File: config.mk
export PLATFORM = sky130hd
export DESIGN_NAME = zone_follow_steering_controller_flat
export DESIGN_NICKNAME = d
export VERILOG_FILES = /design/src/hdl/zfsc_pkg.sv /design/src/hdl/zfsc_if.sv /design/src/hdl/zfsc_cordic.sv /design/src/hdl/zone_follow_steering_controller.sv /design/src/flat_wrapper.sv
export SDC_FILE = /design/constraint.sdc
export NUM_CORES = 2
export LEC_CHECK = 0
export BUFFER_PORTS_ARGS = -buffer_cell sky130_fd_sc_hd__buf_2
export CAP_MARGIN = 30
export CORE_UTILIZATION = 45
export CTS_BUF_LIST = sky130_fd_sc_hd__clkbuf_4 sky130_fd_sc_hd__clkbuf_8 sky130_fd_sc_hd__clkbuf_16
export CTS_CLUSTER_DIAMETER = 50
export DETAILED_ROUTE_END_ITERATION = 7
export GPL_TIMING_DRIVEN = 0
export SLEW_MARGIN = 20
export SYNTH_ARGS = -nofsm -noshare
export SYNTH_HDL_FRONTEND = slang
export SYNTH_SLANG_ARGS = --single-unit
File: constraint.sdc
create_clock -name clk -period 9.8 [get_ports clk]
set_clock_uncertainty 0.1 [all_clocks]
set_input_delay 2.94 -clock clk [delete_from_list [all_inputs] [get_ports clk]]
set_output_delay 2.94 -clock clk [all_outputs]
set_load 0.01 [all_outputs]
File: src/hdl/zfsc_pkg.sv
// shared types and constants for the zone follow steering controller
// no dependencies; compiled first
package zfsc_pkg;

	localparam int COORD_W = 16;
	localparam int CMD_W   = 16;
	localparam int CODE_W  = 3;
	localparam int IDX_W   = 3;
	localparam int DATA_W  = 16;

	// cordic datapath: coordinates scaled by 2^16 plus headroom for gain
	localparam int CW = 36;
	localparam int ZW = 20;

	localparam logic signed [ZW-1:0]      PI_Q16      = 20'sd205887;
	localparam logic signed [COORD_W-1:0] THETA_PI    = 16'sd12868;
	localparam logic signed [16:0]        HALF_PI_Q12 = 17'sd6434;
	localparam logic signed [COORD_W-1:0] ABSENT_X_MM = -16'sd500;

	localparam logic [15:0] ATAN_TAB [16] = '{
		16'd51472, 16'd30386, 16'd16055, 16'd8150, 16'd4091, 16'd2047, 16'd1024, 16'd512,
		16'd256,   16'd128,   16'd64,    16'd32,   16'd16,   16'd8,    16'd4,    16'd2
	};

	localparam logic [CODE_W-1:0] ZONE_HOLD    = 3'd0;
	localparam logic [CODE_W-1:0] ZONE_INSPECT = 3'd1;
	localparam logic [CODE_W-1:0] ZONE_FOLLOW  = 3'd2;
	localparam logic [CODE_W-1:0] ZONE_STOP    = 3'd3;
	localparam logic [CODE_W-1:0] ZONE_BACK    = 3'd4;

	localparam logic [IDX_W-1:0] REG_TURN_GAIN    = 3'd0;
	localparam logic [IDX_W-1:0] REG_CRUISE_SPEED = 3'd1;
	localparam logic [IDX_W-1:0] REG_FAR_LIMIT    = 3'd2;
	localparam logic [IDX_W-1:0] REG_NEAR_LIMIT   = 3'd3;
	localparam logic [IDX_W-1:0] REG_CAUTION_BAND = 3'd4;
	localparam logic [IDX_W-1:0] REG_HEADING_TOL  = 3'd5;

	typedef struct packed {
		logic                       start;
		logic signed [COORD_W-1:0]  x;
		logic signed [COORD_W-1:0]  y;
	} cord_req_t;

	typedef struct packed {
		logic                       busy;
		logic                       done;
		logic signed [COORD_W-1:0]  theta;
	} cord_res_t;

endpackage

File: src/hdl/zfsc_if.sv
// handshake channel interfaces: target input, command output, register writes
// depends on zfsc_pkg
interface zfsc_in_if;
	import zfsc_pkg::*;
	logic                      valid;
	logic                      ready;
	logic signed [COORD_W-1:0] head_x;
	logic signed [COORD_W-1:0] head_y;
	logic signed [COORD_W-1:0] tail_x;
	logic signed [COORD_W-1:0] tail_y;
	modport source (output valid, head_x, head_y, tail_x, tail_y, input ready);
	modport sink   (input valid, head_x, head_y, tail_x, tail_y, output ready);
endinterface

interface zfsc_out_if;
	import zfsc_pkg::*;
	logic                     valid;
	logic                     ready;
	logic signed [CMD_W-1:0]  speed_out;
	logic signed [CMD_W-1:0]  turn_out;
	logic        [CODE_W-1:0] zone_code;
	modport source (output valid, speed_out, turn_out, zone_code, input ready);
	modport sink   (input valid, speed_out, turn_out, zone_code, output ready);
endinterface

interface zfsc_cfg_if;
	import zfsc_pkg::*;
	logic              valid;
	logic              ready;
	logic [IDX_W-1:0]  index;
	logic [DATA_W-1:0] data;
	modport source (output valid, index, data, input ready);
	modport sink   (input valid, index, data, output ready);
endinterface

File: src/hdl/zfsc_cordic.sv
// iterative vectoring cordic for atan2, one shift-add step per cycle
// depends on zfsc_pkg
module zfsc_cordic (
	input  logic                clk,
	input  logic                arst_n,
	input  zfsc_pkg::cord_req_t req,
	output zfsc_pkg::cord_res_t res
);
	import zfsc_pkg::*;

	logic signed [CW-1:0]      x_q, y_q, xs, ys, x_n, y_n, xe, ye;
	logic signed [ZW-1:0]      z_q, z_n, tab, z_rnd;
	logic [3:0]                iter_q;
	logic                      busy_q, done_q;
	logic signed [COORD_W-1:0] theta_q;

	assign xs  = x_q >>> iter_q;
	assign ys  = y_q >>> iter_q;
	assign tab = $signed({4'b0, ATAN_TAB[iter_q]});

	always_comb begin
		if (!y_q[CW-1]) begin
			x_n = x_q + ys;
			y_n = y_q - xs;
			z_n = z_q + tab;
		end else begin
			x_n = x_q - ys;
			y_n = y_q + xs;
			z_n = z_q - tab;
		end
	end

	assign z_rnd = z_n + 20'sd8;
	assign xe    = {{4{req.x[COORD_W-1]}}, req.x, 16'b0};
	assign ye    = {{4{req.y[COORD_W-1]}}, req.y, 16'b0};

	always_ff @(posedge clk or negedge arst_n) begin
		if (!arst_n) begin
			busy_q <= 1'b0;
			done_q <= 1'b0;
			iter_q <= '0;
		end else if (req.start) begin
			iter_q <= '0;
			if (req.y == '0) begin
				busy_q <= 1'b0;
				done_q <= 1'b1;
			end else begin
				busy_q <= 1'b1;
				done_q <= 1'b0;
			end
		end else if (busy_q) begin
			iter_q <= iter_q + 4'd1;
			if (iter_q == 4'd15) begin
				busy_q <= 1'b0;
				done_q <= 1'b1;
			end
		end
	end

	always_ff @(posedge clk) begin
		if (req.start) begin
			if (req.y == '0) begin
				theta_q <= req.x[COORD_W-1] ? THETA_PI : '0;
			end else if (req.x[COORD_W-1]) begin
				// left half plane: fold over and start from plus or minus pi
				x_q <= -xe;
				y_q <= -ye;
				z_q <= req.y[COORD_W-1] ? -PI_Q16 : PI_Q16;
			end else begin
				x_q <= xe;
				y_q <= ye;
				z_q <= '0;
			end
		end else if (busy_q) begin
			x_q <= x_n;
			y_q <= y_n;
			z_q <= z_n;
			if (iter_q == 4'd15) begin
				theta_q <= z_rnd[ZW-1:4];
			end
		end
	end

	assign res.busy  = busy_q;
	assign res.done  = done_q;
	assign res.theta = theta_q;

endmodule

File: src/hdl/zone_follow_steering_controller.sv
// zone follow steering controller top level: sequencer, shared multiplier, registers
// depends on zfsc_pkg, zfsc_if and zfsc_cordic
//
// target channel: one item holds head and tail points in millimetres. an x of
// -500 on either point means no reading, and the stored range and heading
// error are reused. command channel: one item per target item, carrying the
// held speed and turn commands and the zone code. cfg channel: register writes
// by index, always ready, to be written only while the block is idle.
// an item waits on the cordic unless there is no reading or the head y is zero,
// and the next target item can be taken in the cycle after the command is
// loaded. the time per item is set by the sixteen iterations of the cordic
// shift-add unit, with a single 18x18 multiplier shared for the range squares,
// the limit squares and the turn gain product in a six step sequence beside it.
// reset clears commands, range and heading error to zero and loads the
// register defaults. if the receiver stalls, the finished command waits in the
// output register; a further item is accepted meanwhile and its command waits
// in the sequencer until the output register frees.
module zone_follow_steering_controller (
	input logic        clk,
	input logic        arst_n,
	zfsc_in_if.sink    target,
	zfsc_out_if.source command,
	zfsc_cfg_if.sink   cfg
);
	import zfsc_pkg::*;

	localparam logic [2:0] S_IDLE = 3'd0;
	localparam logic [2:0] S_MUL  = 3'd1;
	localparam logic [2:0] S_CORD = 3'd2;
	localparam logic [2:0] S_ERR  = 3'd3;
	localparam logic [2:0] S_TURN = 3'd4;
	localparam logic [2:0] S_DEC  = 3'd5;
	localparam logic [2:0] S_OUT  = 3'd6;

	logic [2:0]  state_q, step_q;

	logic [15:0] turn_gain_q, far_q, near_q, band_q;
	logic [14:0] cruise_q;
	logic [13:0] tol_q;

	logic                     rd_q;
	logic signed [16:0]       sx_q, sy_q;
	logic [33:0]              acc_q, range_q, far4_q, near4_q;
	logic [35:0]              mid4_q;
	logic signed [CMD_W-1:0]  err_q, speed_q, turn_q;
	logic signed [CMD_W-1:0]  speed_out_q, turn_out_q, dec_speed, dec_turn, sat_turn;
	logic [CODE_W-1:0]        code_q, code_out_q, dec_code;
	logic                     out_valid_q;

	logic signed [17:0] mul_a, mul_b;
	logic signed [35:0] prod_q;
	logic [16:0]        nc;
	logic signed [16:0] th_ext, err_n, err_ext, tol_ext;
	logic [35:0]        s36, f36, n36;
	logic               accept, err_big, out_load;

	cord_req_t cord_req;
	cord_res_t cord_res;

	zfsc_cordic u_cordic (
		.clk    (clk),
		.arst_n (arst_n),
		.req    (cord_req),
		.res    (cord_res)
	);

	assign accept         = target.valid && target.ready;
	assign target.ready   = (state_q == S_IDLE);
	assign cfg.ready      = 1'b1;
	assign cord_req.start = accept && (target.head_x != ABSENT_X_MM)
		&& (target.tail_x != ABSENT_X_MM);
	assign cord_req.x     = target.head_x;
	assign cord_req.y     = target.head_y;

	// finished command moves to the output register once it is free
	assign out_load = (state_q == S_OUT) && (!out_valid_q || command.ready);

	// register file
	always_ff @(posedge clk or negedge arst_n) begin
		if (!arst_n) begin
			turn_gain_q <= 16'd128;
			cruise_q    <= 15'd2048;
			far_q       <= 16'd800;
			near_q      <= 16'd200;
			band_q      <= 16'd50;
			tol_q       <= 14'd2145;
		end else if (cfg.valid && cfg.ready) begin
			case (cfg.index)
				REG_TURN_GAIN:    turn_gain_q <= cfg.data;
				REG_CRUISE_SPEED: cruise_q    <= cfg.data[14:0];
				REG_FAR_LIMIT:    far_q       <= cfg.data;
				REG_NEAR_LIMIT:   near_q      <= cfg.data;
				REG_CAUTION_BAND: band_q      <= cfg.data;
				REG_HEADING_TOL:  tol_q       <= cfg.data[13:0];
				default: ;
			endcase
		end
	end

	// shared multiplier operand select
	assign nc = {1'b0, near_q} + {1'b0, band_q};

	always_comb begin
		mul_a = '0;
		mul_b = '0;
		case (state_q)
			S_MUL: begin
				case (step_q)
					3'd0: begin
						mul_a = {sx_q[16], sx_q};
						mul_b = {sx_q[16], sx_q};
					end
					3'd1: begin
						mul_a = {sy_q[16], sy_q};
						mul_b = {sy_q[16], sy_q};
					end
					3'd2: begin
						mul_a = $signed({2'b0, far_q});
						mul_b = $signed({2'b0, far_q});
					end
					3'd3: begin
						mul_a = $signed({1'b0, nc});
						mul_b = $signed({1'b0, nc});
					end
					3'd4: begin
						mul_a = $signed({2'b0, near_q});
						mul_b = $signed({2'b0, near_q});
					end
					default: ;
				endcase
			end
			S_TURN: begin
				mul_a = $signed({2'b0, turn_gain_q});
				mul_b = {{2{err_q[CMD_W-1]}}, err_q};
			end
			default: ;
		endcase
	end

	always_ff @(posedge clk) begin
		prod_q <= mul_a * mul_b;
	end

	// heading error from the bearing
	assign th_ext  = {cord_res.theta[COORD_W-1], cord_res.theta};
	assign tol_ext = $signed({3'b0, tol_q});
	assign err_n   = (th_ext <= HALF_PI_Q12) ? th_ext - HALF_PI_Q12 + tol_ext
		: th_ext - HALF_PI_Q12 - tol_ext;

	// turn = gain * err >> 8, saturated to 16 bits
	always_comb begin
		if (prod_q[35:23] == '0 || prod_q[35:23] == '1) begin
			sat_turn = prod_q[23:8];
		end else begin
			sat_turn = prod_q[35] ? 16'sh8000 : 16'sh7fff;
		end
	end

	// zone decision, first match wins
	assign s36     = {2'b0, range_q};
	assign f36     = {2'b0, far4_q};
	assign n36     = {2'b0, near4_q};
	assign err_ext = {err_q[CMD_W-1], err_q};
	assign err_big = (err_ext > tol_ext) || (err_ext < -tol_ext);

	always_comb begin
		dec_speed = speed_q;
		dec_turn  = turn_q;
		dec_code  = ZONE_HOLD;
		if (s36 < f36 && s36 > mid4_q && err_big) begin
			dec_speed = '0;
			dec_turn  = sat_turn;
			dec_code  = ZONE_INSPECT;
		end else if (s36 > f36) begin
			dec_speed = $signed({1'b0, cruise_q});
			dec_turn  = sat_turn;
			dec_code  = ZONE_FOLLOW;
		end else if (s36 < mid4_q && s36 > n36) begin
			dec_speed = '0;
			dec_turn  = '0;
			dec_code  = ZONE_STOP;
		end else if (s36 < n36) begin
			dec_speed = -$signed({1'b0, cruise_q});
			dec_turn  = sat_turn;
			dec_code  = ZONE_BACK;
		end
	end

	// sequencer and control state
	always_ff @(posedge clk or negedge arst_n) begin
		if (!arst_n) begin
			state_q     <= S_IDLE;
			step_q      <= '0;
			rd_q        <= 1'b0;
			range_q     <= '0;
			err_q       <= '0;
			speed_q     <= '0;
			turn_q      <= '0;
			out_valid_q <= 1'b0;
		end else begin
			if (out_load) begin
				out_valid_q <= 1'b1;
			end else if (command.valid && command.ready) begin
				out_valid_q <= 1'b0;
			end
			case (state_q)
				S_IDLE: begin
					if (accept) begin
						rd_q    <= cord_req.start;
						step_q  <= '0;
						state_q <= S_MUL;
					end
				end
				S_MUL: begin
					step_q <= step_q + 3'd1;
					if (step_q == 3'd2 && rd_q) begin
						range_q <= acc_q + prod_q[33:0];
					end
					if (step_q == 3'd5) begin
						state_q <= S_CORD;
					end
				end
				S_CORD: begin
					if (!rd_q || cord_res.done) begin
						state_q <= S_ERR;
					end
				end
				S_ERR: begin
					if (rd_q) begin
						err_q <= err_n[CMD_W-1:0];
					end
					state_q <= S_TURN;
				end
				S_TURN: begin
					state_q <= S_DEC;
				end
				S_DEC: begin
					speed_q <= dec_speed;
					turn_q  <= dec_turn;
					state_q <= S_OUT;
				end
				S_OUT: begin
					if (out_load) begin
						state_q <= S_IDLE;
					end
				end
				default: state_q <= S_IDLE;
			endcase
		end
	end

	// datapath registers
	always_ff @(posedge clk) begin
		if (accept) begin
			sx_q <= {target.head_x[15], target.head_x} + {target.tail_x[15], target.tail_x};
			sy_q <= {target.head_y[15], target.head_y} + {target.tail_y[15], target.tail_y};
		end
		if (state_q == S_MUL) begin
			case (step_q)
				3'd1: acc_q   <= prod_q[33:0];
				3'd3: far4_q  <= {prod_q[31:0], 2'b00};
				3'd4: mid4_q  <= {prod_q[33:0], 2'b00};
				3'd5: near4_q <= {prod_q[31:0], 2'b00};
				default: ;
			endcase
		end
		if (state_q == S_DEC) begin
			code_q <= dec_code;
		end
		if (out_load) begin
			speed_out_q <= speed_q;
			turn_out_q  <= turn_q;
			code_out_q  <= code_q;
		end
	end

	assign command.valid     = out_valid_q;
	assign command.speed_out = speed_out_q;
	assign command.turn_out  = turn_out_q;
	assign command.zone_code = code_out_q;

	a_busy_after_accept: assert property (@(posedge clk) disable iff (!arst_n)
		accept |=> !target.ready)
		else $error("target taken while an item is in progress");

	a_bearing_ready: assert property (@(posedge clk) disable iff (!arst_n)
		(state_q == S_ERR) && rd_q |-> cord_res.done && !cord_res.busy)
		else $error("heading error formed before the bearing was finished");

	a_cordic_idle: assert property (@(posedge clk) disable iff (!arst_n)
		target.ready |-> !cord_res.busy)
		else $error("cordic still running while idle");

	a_stop_zero: assert property (@(posedge clk) disable iff (!arst_n)
		command.valid && (command.zone_code == ZONE_STOP)
		|-> (command.speed_out == '0) && (command.turn_out == '0))
		else $error("caution stop with nonzero command");

	a_code_range: assert property (@(posedge clk) disable iff (!arst_n)
		command.valid |-> command.zone_code <= ZONE_BACK)
		else $error("zone code out of range");

endmodule
File: src/flat_wrapper.sv
// flat-port wrapper written by rule: the top's interface ports become plain ports
module zone_follow_steering_controller_flat import zfsc_pkg::*;
  (clk, arst_n, target_valid, target_head_x, target_head_y, target_tail_x, target_tail_y, target_ready, command_valid, command_speed_out, command_turn_out, command_zone_code, command_ready, cfg_valid, cfg_index, cfg_data, cfg_ready);
  zfsc_in_if target_i ();
  zfsc_out_if command_i ();
  zfsc_cfg_if cfg_i ();
  input logic clk;
  input logic arst_n;
  input wire logic [$bits(target_i.valid)-1:0] target_valid;
  input wire logic [$bits(target_i.head_x)-1:0] target_head_x;
  input wire logic [$bits(target_i.head_y)-1:0] target_head_y;
  input wire logic [$bits(target_i.tail_x)-1:0] target_tail_x;
  input wire logic [$bits(target_i.tail_y)-1:0] target_tail_y;
  output wire logic [$bits(target_i.ready)-1:0] target_ready;
  output wire logic [$bits(command_i.valid)-1:0] command_valid;
  output wire logic [$bits(command_i.speed_out)-1:0] command_speed_out;
  output wire logic [$bits(command_i.turn_out)-1:0] command_turn_out;
  output wire logic [$bits(command_i.zone_code)-1:0] command_zone_code;
  input wire logic [$bits(command_i.ready)-1:0] command_ready;
  input wire logic [$bits(cfg_i.valid)-1:0] cfg_valid;
  input wire logic [$bits(cfg_i.index)-1:0] cfg_index;
  input wire logic [$bits(cfg_i.data)-1:0] cfg_data;
  output wire logic [$bits(cfg_i.ready)-1:0] cfg_ready;
  assign target_i.valid = target_valid;
  assign target_i.head_x = target_head_x;
  assign target_i.head_y = target_head_y;
  assign target_i.tail_x = target_tail_x;
  assign target_i.tail_y = target_tail_y;
  assign target_ready = target_i.ready;
  assign command_valid = command_i.valid;
  assign command_speed_out = command_i.speed_out;
  assign command_turn_out = command_i.turn_out;
  assign command_zone_code = command_i.zone_code;
  assign command_i.ready = command_ready;
  assign cfg_i.valid = cfg_valid;
  assign cfg_i.index = cfg_index;
  assign cfg_i.data = cfg_data;
  assign cfg_ready = cfg_i.ready;
  zone_follow_steering_controller u_core (.clk(clk), .arst_n(arst_n), .target(target_i), .command(command_i), .cfg(cfg_i));
endmodule
# Word level (Yosys, flattened, before mapping)
# Memories as Yosys holds them, arrays and structs flattened.
# Cells that the tools add are included.
# word_totals
register_bits,537
mem_bits_ro,256
inputBits,88
output_inout_bits,38
word_cells,198
n_memories,1
# op_classes
addsub,20
mul,1
n_lt_le_gt_ge,10
n_eq_ne,26
n_shift,2
muxes,59
bitwise,1
reduce_logical,45
# memory_table
memory,depth,width,read_ports,rd_ports_with_merged_regs,write_ports,line,rtl
(name not given),16,16,1,0,0,zfsc_cordic.sv:19,"assign tab = $signed({4'b0, ATAN_TAB[iter_q]});"
# op_table
operator,count
36-bit two-way mux,10
16-bit two-way mux,17
20-bit two-way mux,6
18-bit one-hot mux with 5 select lines,1
36-bit adder,2
32-bit negation with 36-bit output,2
18-bit one-hot mux with 2 select lines,2
36-bit by 4-bit >>> shifter with 36-bit output,2
36-bit subtractor,2
34-bit greater-than comparator,2
34-bit less-than comparator,2
16-bit by 16-bit adder with 17-bit output,3
34-bit by 36-bit greater-than comparator with 1-bit output,1
34-bit by 36-bit less-than comparator with 1-bit output,1
18-bit by 18-bit multiplier with 36-bit output,1
34-bit adder,1
2-bit AND reduction,17
16-bit by 10-bit != test with 1-bit output (second input constant),2
3-bit equality test (second input constant),7
3-bit one-hot mux with 7 select lines,1
20-bit by 17-bit adder with 20-bit output,1
20-bit by 5-bit adder with 20-bit output (second input constant),1
20-bit by 17-bit subtractor with 20-bit output,1
3-bit by 2-bit equality test with 1-bit output (second input constant),6
other kinds (34),73

# Logic depth before layout (Yosys ltp)
# logic_depth
ltp_word,10
mapped_depth,39
ltp_nobuf,38

# Cells and area by module
# Synthesis repeated with hierarchy kept, for this count alone.
# hier_totals
cells_unflattened,5382
hier_area_um2,51418.1
# modules_own_cells
module,n_inst,cells_per_inst,area_each_um2,seq_area_each_um2
zone_follow_steering_controller,1,3506,35283.8,11444.7
zfsc_cordic,1,1876,16134.2,3393.3

# Least setup slack after synthesis
# Ideal clock, no wire load.
# synth_timing
path_type,register to register
from,reg u_core.state_q[1]
to,reg u_core.prod_q[35]
setup_ps,72
arrival_ps,8616
t_required_ps,9628
slack_ps,1012
stages_incl_launch_ff,35
path_buffers,5
period_less_slack_ps,8788
cell_sequence,dfrtp_1 -> clkbuf_1 -> nand2b_1 -> nor2_1 -> nand2_1 -> inv_1 -> clkbuf_1 -> a221o_1 -> clkbuf_1 -> clkbuf_1 -> nand2_1 -> fa_1 -> inv_1 -> fa_1 -> inv_1 -> fa_1 -> inv_1 -> fa_1 -> fa_1 -> inv_1 -> fa_1 -> inv_1 -> ha_1 -> clkbuf_1 -> nand3_1 -> nand3b_1 -> a211oi_1 -> a21oi_1 -> o31ai_1 -> nor3_1 -> o21a_1 -> nand4_1 -> nand4b_1 -> a21oi_1 -> xnor2_1
# synth_via
elab_chain_len,3
word_cells_on_any_way,5
cone_classes,mul (1); eq/ne (2); mux (2)
# synth_rtl
element,line,rtl
from (decl),zone_follow_steering_controller.sv:35,"logic [2:0] state_q, step_q;"
from (signal assigned),zone_follow_steering_controller.sv:192,state_q <= S_IDLE;
from (signal assigned),zone_follow_steering_controller.sv:211,state_q <= S_MUL;
from (signal assigned),zone_follow_steering_controller.sv:220,state_q <= S_CORD;
3-bit equality test / 3-bit by 1-bit equality test with 1-bit output (equally long branches),zone_follow_steering_controller.sv:106,case (state_q)
18-bit one-hot mux with 2 select lines,zone_follow_steering_controller.sv:106,
18-bit by 18-bit multiplier with 36-bit output (*),zone_follow_steering_controller.sv:141,prod_q <= mul_a * mul_b;
to (signal assigned),zone_follow_steering_controller.sv:141,
to (decl),zone_follow_steering_controller.sv:51,logic signed [35:0] prod_q;
# Mark *: on every way between the ends. The rest lies on a longest branch, timed or not.
# A chain may end at the register's enable or synchronous reset.

# Worst setup path after layout
# layout_timing
from,reg u_core.band_q[1]
to,reg u_core.prod_q[34]
# layout_via
elab_chain_len,4
word_cells_on_any_way,5
cone_classes,add/sub (1); mul (1); mux (3)
# layout_rtl
element,line,rtl
from (decl),zone_follow_steering_controller.sv:37,"logic [15:0] turn_gain_q, far_q, near_q, band_q;"
from (signal assigned),zone_follow_steering_controller.sv:93,REG_CAUTION_BAND: band_q <= cfg.data;
16-bit by 16-bit adder with 17-bit output (*),zone_follow_steering_controller.sv:101,"assign nc = {1'b0, near_q} + {1'b0, band_q};"
18-bit one-hot mux with 5 select lines (*),zone_follow_steering_controller.sv:108,case (step_q)
18-bit one-hot mux with 2 select lines,zone_follow_steering_controller.sv:106,
18-bit by 18-bit multiplier with 36-bit output (*),zone_follow_steering_controller.sv:141,
# Marked as above.

==> summary.txt <==
Final layout
  – Nets: between 6000 and 7000
  – Layout area overhead: 11.9%
  – Fraction of layout cells with a size suffix above 1: roughly an eighth
  – Fin cells: between 7000 and 8000

Setup path
  – WP data arrival: between 9 and 10 ns
  – Crit path largest cell delay: 0.56 ns
  – Family with the most delay on the worst path: adder cells
  – Internal reg-to-reg setup slack: ~0.33 ns
  – Critical Path Source: u_core.band_q[1]
  – Crit Path Max Fanout: 10
  – Crit-path slowest cell: fa_1
  – Worst path required time: about 10 ns
  – FF-to-FF path depth: 35
  – Most frequent CP cell: fa_1
  – Setup CP Type: flop to flop
  – CP Depth: 35
  – Startpoint class of the critical path: flop
  – FF-to-FF Start: u_core.band_q[1]
  – Crit path capture type: flop
  – CP endpoint: u_core.prod_q[34]
  – WP buf/inv: 5
  – R2r endpoint: u_core.prod_q[34]

Synth
  – Yosys reg bits: 537
  – Cells after synthesis: 5258
  – Distinct cells, synth: 104
  – Sequential fraction of the synthesis area: between 20% and 30%
  – Avg Synthesized Cell Area: around 9.6 sq um
  – Syn_nets: approximately 6100
  – Cell Area, Synth: between 50000 and 60000 sq um
  – Primary FF master, synth: edfxtp_1
  – Async SR Flop Fraction: a little over a third
  – EDFF count, synth: around 310
  – Synth warn: 0

Clock tree
  – Clk sink count: ~540
  – Longest Clk Path Bufs: 3
  – CTS root buffer: clkbuf_16
  – Worst skew pair latency: between 0.6 and 0.7 ns
  – Reg clk slew, reported paths: 0.06 ns
  – Number of CTS-inserted buffers: 80
  – CTS H-tree depth: 3
  – CTS Hold Bufs: 0
  – CTS tree: yes

Floorplanning
  – Cell row count: 122
  – Core Footprint: about 110000 sq um
  – Ports: between 100 and 150
  – Initial Util: a little under half
  – Die Area: 114000 sq um
  – Die Span Y: 337 microns
  – Die X-Extent: 337 microns

STA
  – Final min period: 9.47 ns
  – Finish-stage setup viols: 0
  – Final hold viol count: 0
  – Hold_ws: between 0.3 and 0.4 ns
  – Max Slew Vio Count: 0
  – Final worst setup slack: about 0.33 ns
  – Worst-Margin Slew: ~1.0 ns
  – Fin crit share: 96.6%
  – Max frequency: about 110 MHz
  – Slew HR: 31.0%

Global routing
  – Initial antenna violation count: 7
  – Pin count of the biggest net entering global routing: 93
  – First-pass GRT wire length: 243000 microns
  – Vias in the first global route: roughly 40000
  – Total track usage: between 20% and 30%
  – Remaining Overflow, GRT: 0

Routing
  – Final WL: between 150000 and 200000 microns
  – Final ANT Viol Nets: 0
  – DRC: 0
  – First DRT Iteration DRCs: 2886
  – Avg Vias per Cell: 5.73
  – WL per Instance: between 20 and 25 microns
  – Detailed-route via count: approximately 40000
  – First-pass detailed-route iteration total: 8

Run
  – MaxCap Viol Count: 0

Outcome
  – Status: finished clean

Place
  – Gpl congestion: 0.965
  – Placed cells: between 6000 and 7000
  – Pre-CTS setup slack: -0.842 ns
  – Port-buffer cells: about 120
  – HPWL Detailed: between 100000 and 150000 microns

Min path
  – Worst Hold Path Cells: 0
  – HP Class: flop to flop
-- metrics by stage --
step,instance area [sq um],util [%],TNS [ns]
floorplan,50500,-,0
CTS,56300,50.7,0
global placement,53000,47.8,-23.82
finish,56600,51.0,0
global route,56600,51.0,-0.0222
detailed placement,53400,48.1,-4.05
-- worst reg2reg max path, delay by kind of cell, from the launching register on --
family / cells / cell delay [ns]
flops: 1 / 0.54
buf+inv: 5 / 0.75
simple gates: 9 / 1.49
xor+xnor: 1 / 0.16
fa+ha+maj: 8 / 3.70
mux: 1 / 0.21
compound gates: 11 / 2.38
-- routing by layer --
metal	vias up	wire [microns]	track usage, %
met1	20000	63600	33.9
met4	6	8720	14.0
met5	-	41	0
met2	1260	79600	49.6
met3	380	8170	3.66
li1	18700	-	-
-- synth_stat cells, types with 36 or more instances --
cell type  number  area, sq um
inv_1         620         2330
nand2_1       542         2030
ha_1          425         5320
nor2_1        418         1570
fa_1          338         6770
edfxtp_1      312         9370
a21oi_1       281         1410
o21ai_0       263         1320
xnor2_1       229         2010
dfrtp_1       174         4350
a21o_1        147         1100
clkbuf_1      130          488
mux2_2        122         1370
xor2_1        114          998
nor3_1         79          395
mux4_2         73         1640
nand3_1        67          335
mux2i_1        56          561
nand2b_1       54          338
a31oi_1        52          325
nand4_1        51          319
nor2b_1        49          307
a211oi_1       47          353
and2_1         42          263
o21a_1         40          300
dfxtp_1        36          721
-- layout make-up --
type / instances / area [sq um]
Antenna cell: 3 / 7.51
Timing Repair Buffer: 155 / 998
Inverter: 626 / 2360
Clock buffer: 97 / 2230
Clock inverter: 53 / 647
Sequential cell: 537 / 14800
Multi-Input combinational cell: 3908 / 32700
Tap cell: 1488 / 1860
Fill cell: 10300 / 54400
Buffer: 173 / 891
-- placed cells by master, fill, tap and decap left out, drive strengths merged, types with 30 or more instances in the layout --
cell	n
xnor2	230
nor2	420
mux2i	58
o21ai	268
a21oi	282
dfxtp	36
and3	32
nand2b	54
dfrtp	174
inv	636
clkbuf	213
mux2	128
nand3	69
nor2b	49
o21a	40
a211oi	48
o31ai	33
nor3	79
clkinv	30
a21o	147
edfxtp	312
buf	212
mux4	74
xor2	114
nand4	51
nand2	542
and2	43
ha	425
fa	338
a31oi	53
-- sequential cells by signal, summed over array words and instances, names as in the netlist, 17 cells and up --
register,cells
u_core.sy_q,17
u_core.mid4_q,34
u_core.near4_q,32
u_core.acc_q,34
u_core.u_cordic.z_q,20
u_core.prod_q,36
u_core.u_cordic.y_q,36
u_core.range_q,34
u_core.u_cordic.x_q,36
u_core.sx_q,17
u_core.far4_q,32
-- cells by family (layout without fill, tap and decap cells) --
family                   Yosys count  count (layout)  synth area share, %
XOR/XNOR                         344             344                 5.98
other                              1               4              0.00742
AO/OA/AOI/OAI                   1092            1092                 13.9
buffers and inverters            813            1104                 6.47
adder cells (fa/ha/maj)          763             763                 23.9
multiplexers                     260             260                 7.32
AND/OR/NAND/NOR                 1448            1448                 13.0
flip-flops                       537             537                 29.4
-- worst min-delay path by stage --
| stage | startpoint | end | slack (ns) |
|---|---|---|---|
| 5_1_grt | u_core.code_q[2] | u_core.command.zone_code[2] | 0.33 |
| 2_1_floorplan | u_core.code_q[0] | u_core.command.zone_code[0] | 0.30 |
| 4_1_cts | u_core.code_q[2] | u_core.command.zone_code[2] | 0.31 |
| 3_3_place_gp | u_core.code_q[1] | u_core.command.zone_code[1] | 0.31 |
| 6_report | u_core.code_q[2] | u_core.command.zone_code[2] | 0.31 |
| 3_5_place_dp | u_core.code_q[2] | u_core.command.zone_code[2] | 0.31 |
-- timing repair --
action | CTS | global route
buffers inserted | 0 | 8
pin swaps | 0 | 2
endpoints found under the setup margin | 9 | 8
resized for setup | 27 | 51
Power is left out: the tool's default activity adds up to more than one toggle a clock period on the data nets, which glitch-free logic cannot reach.
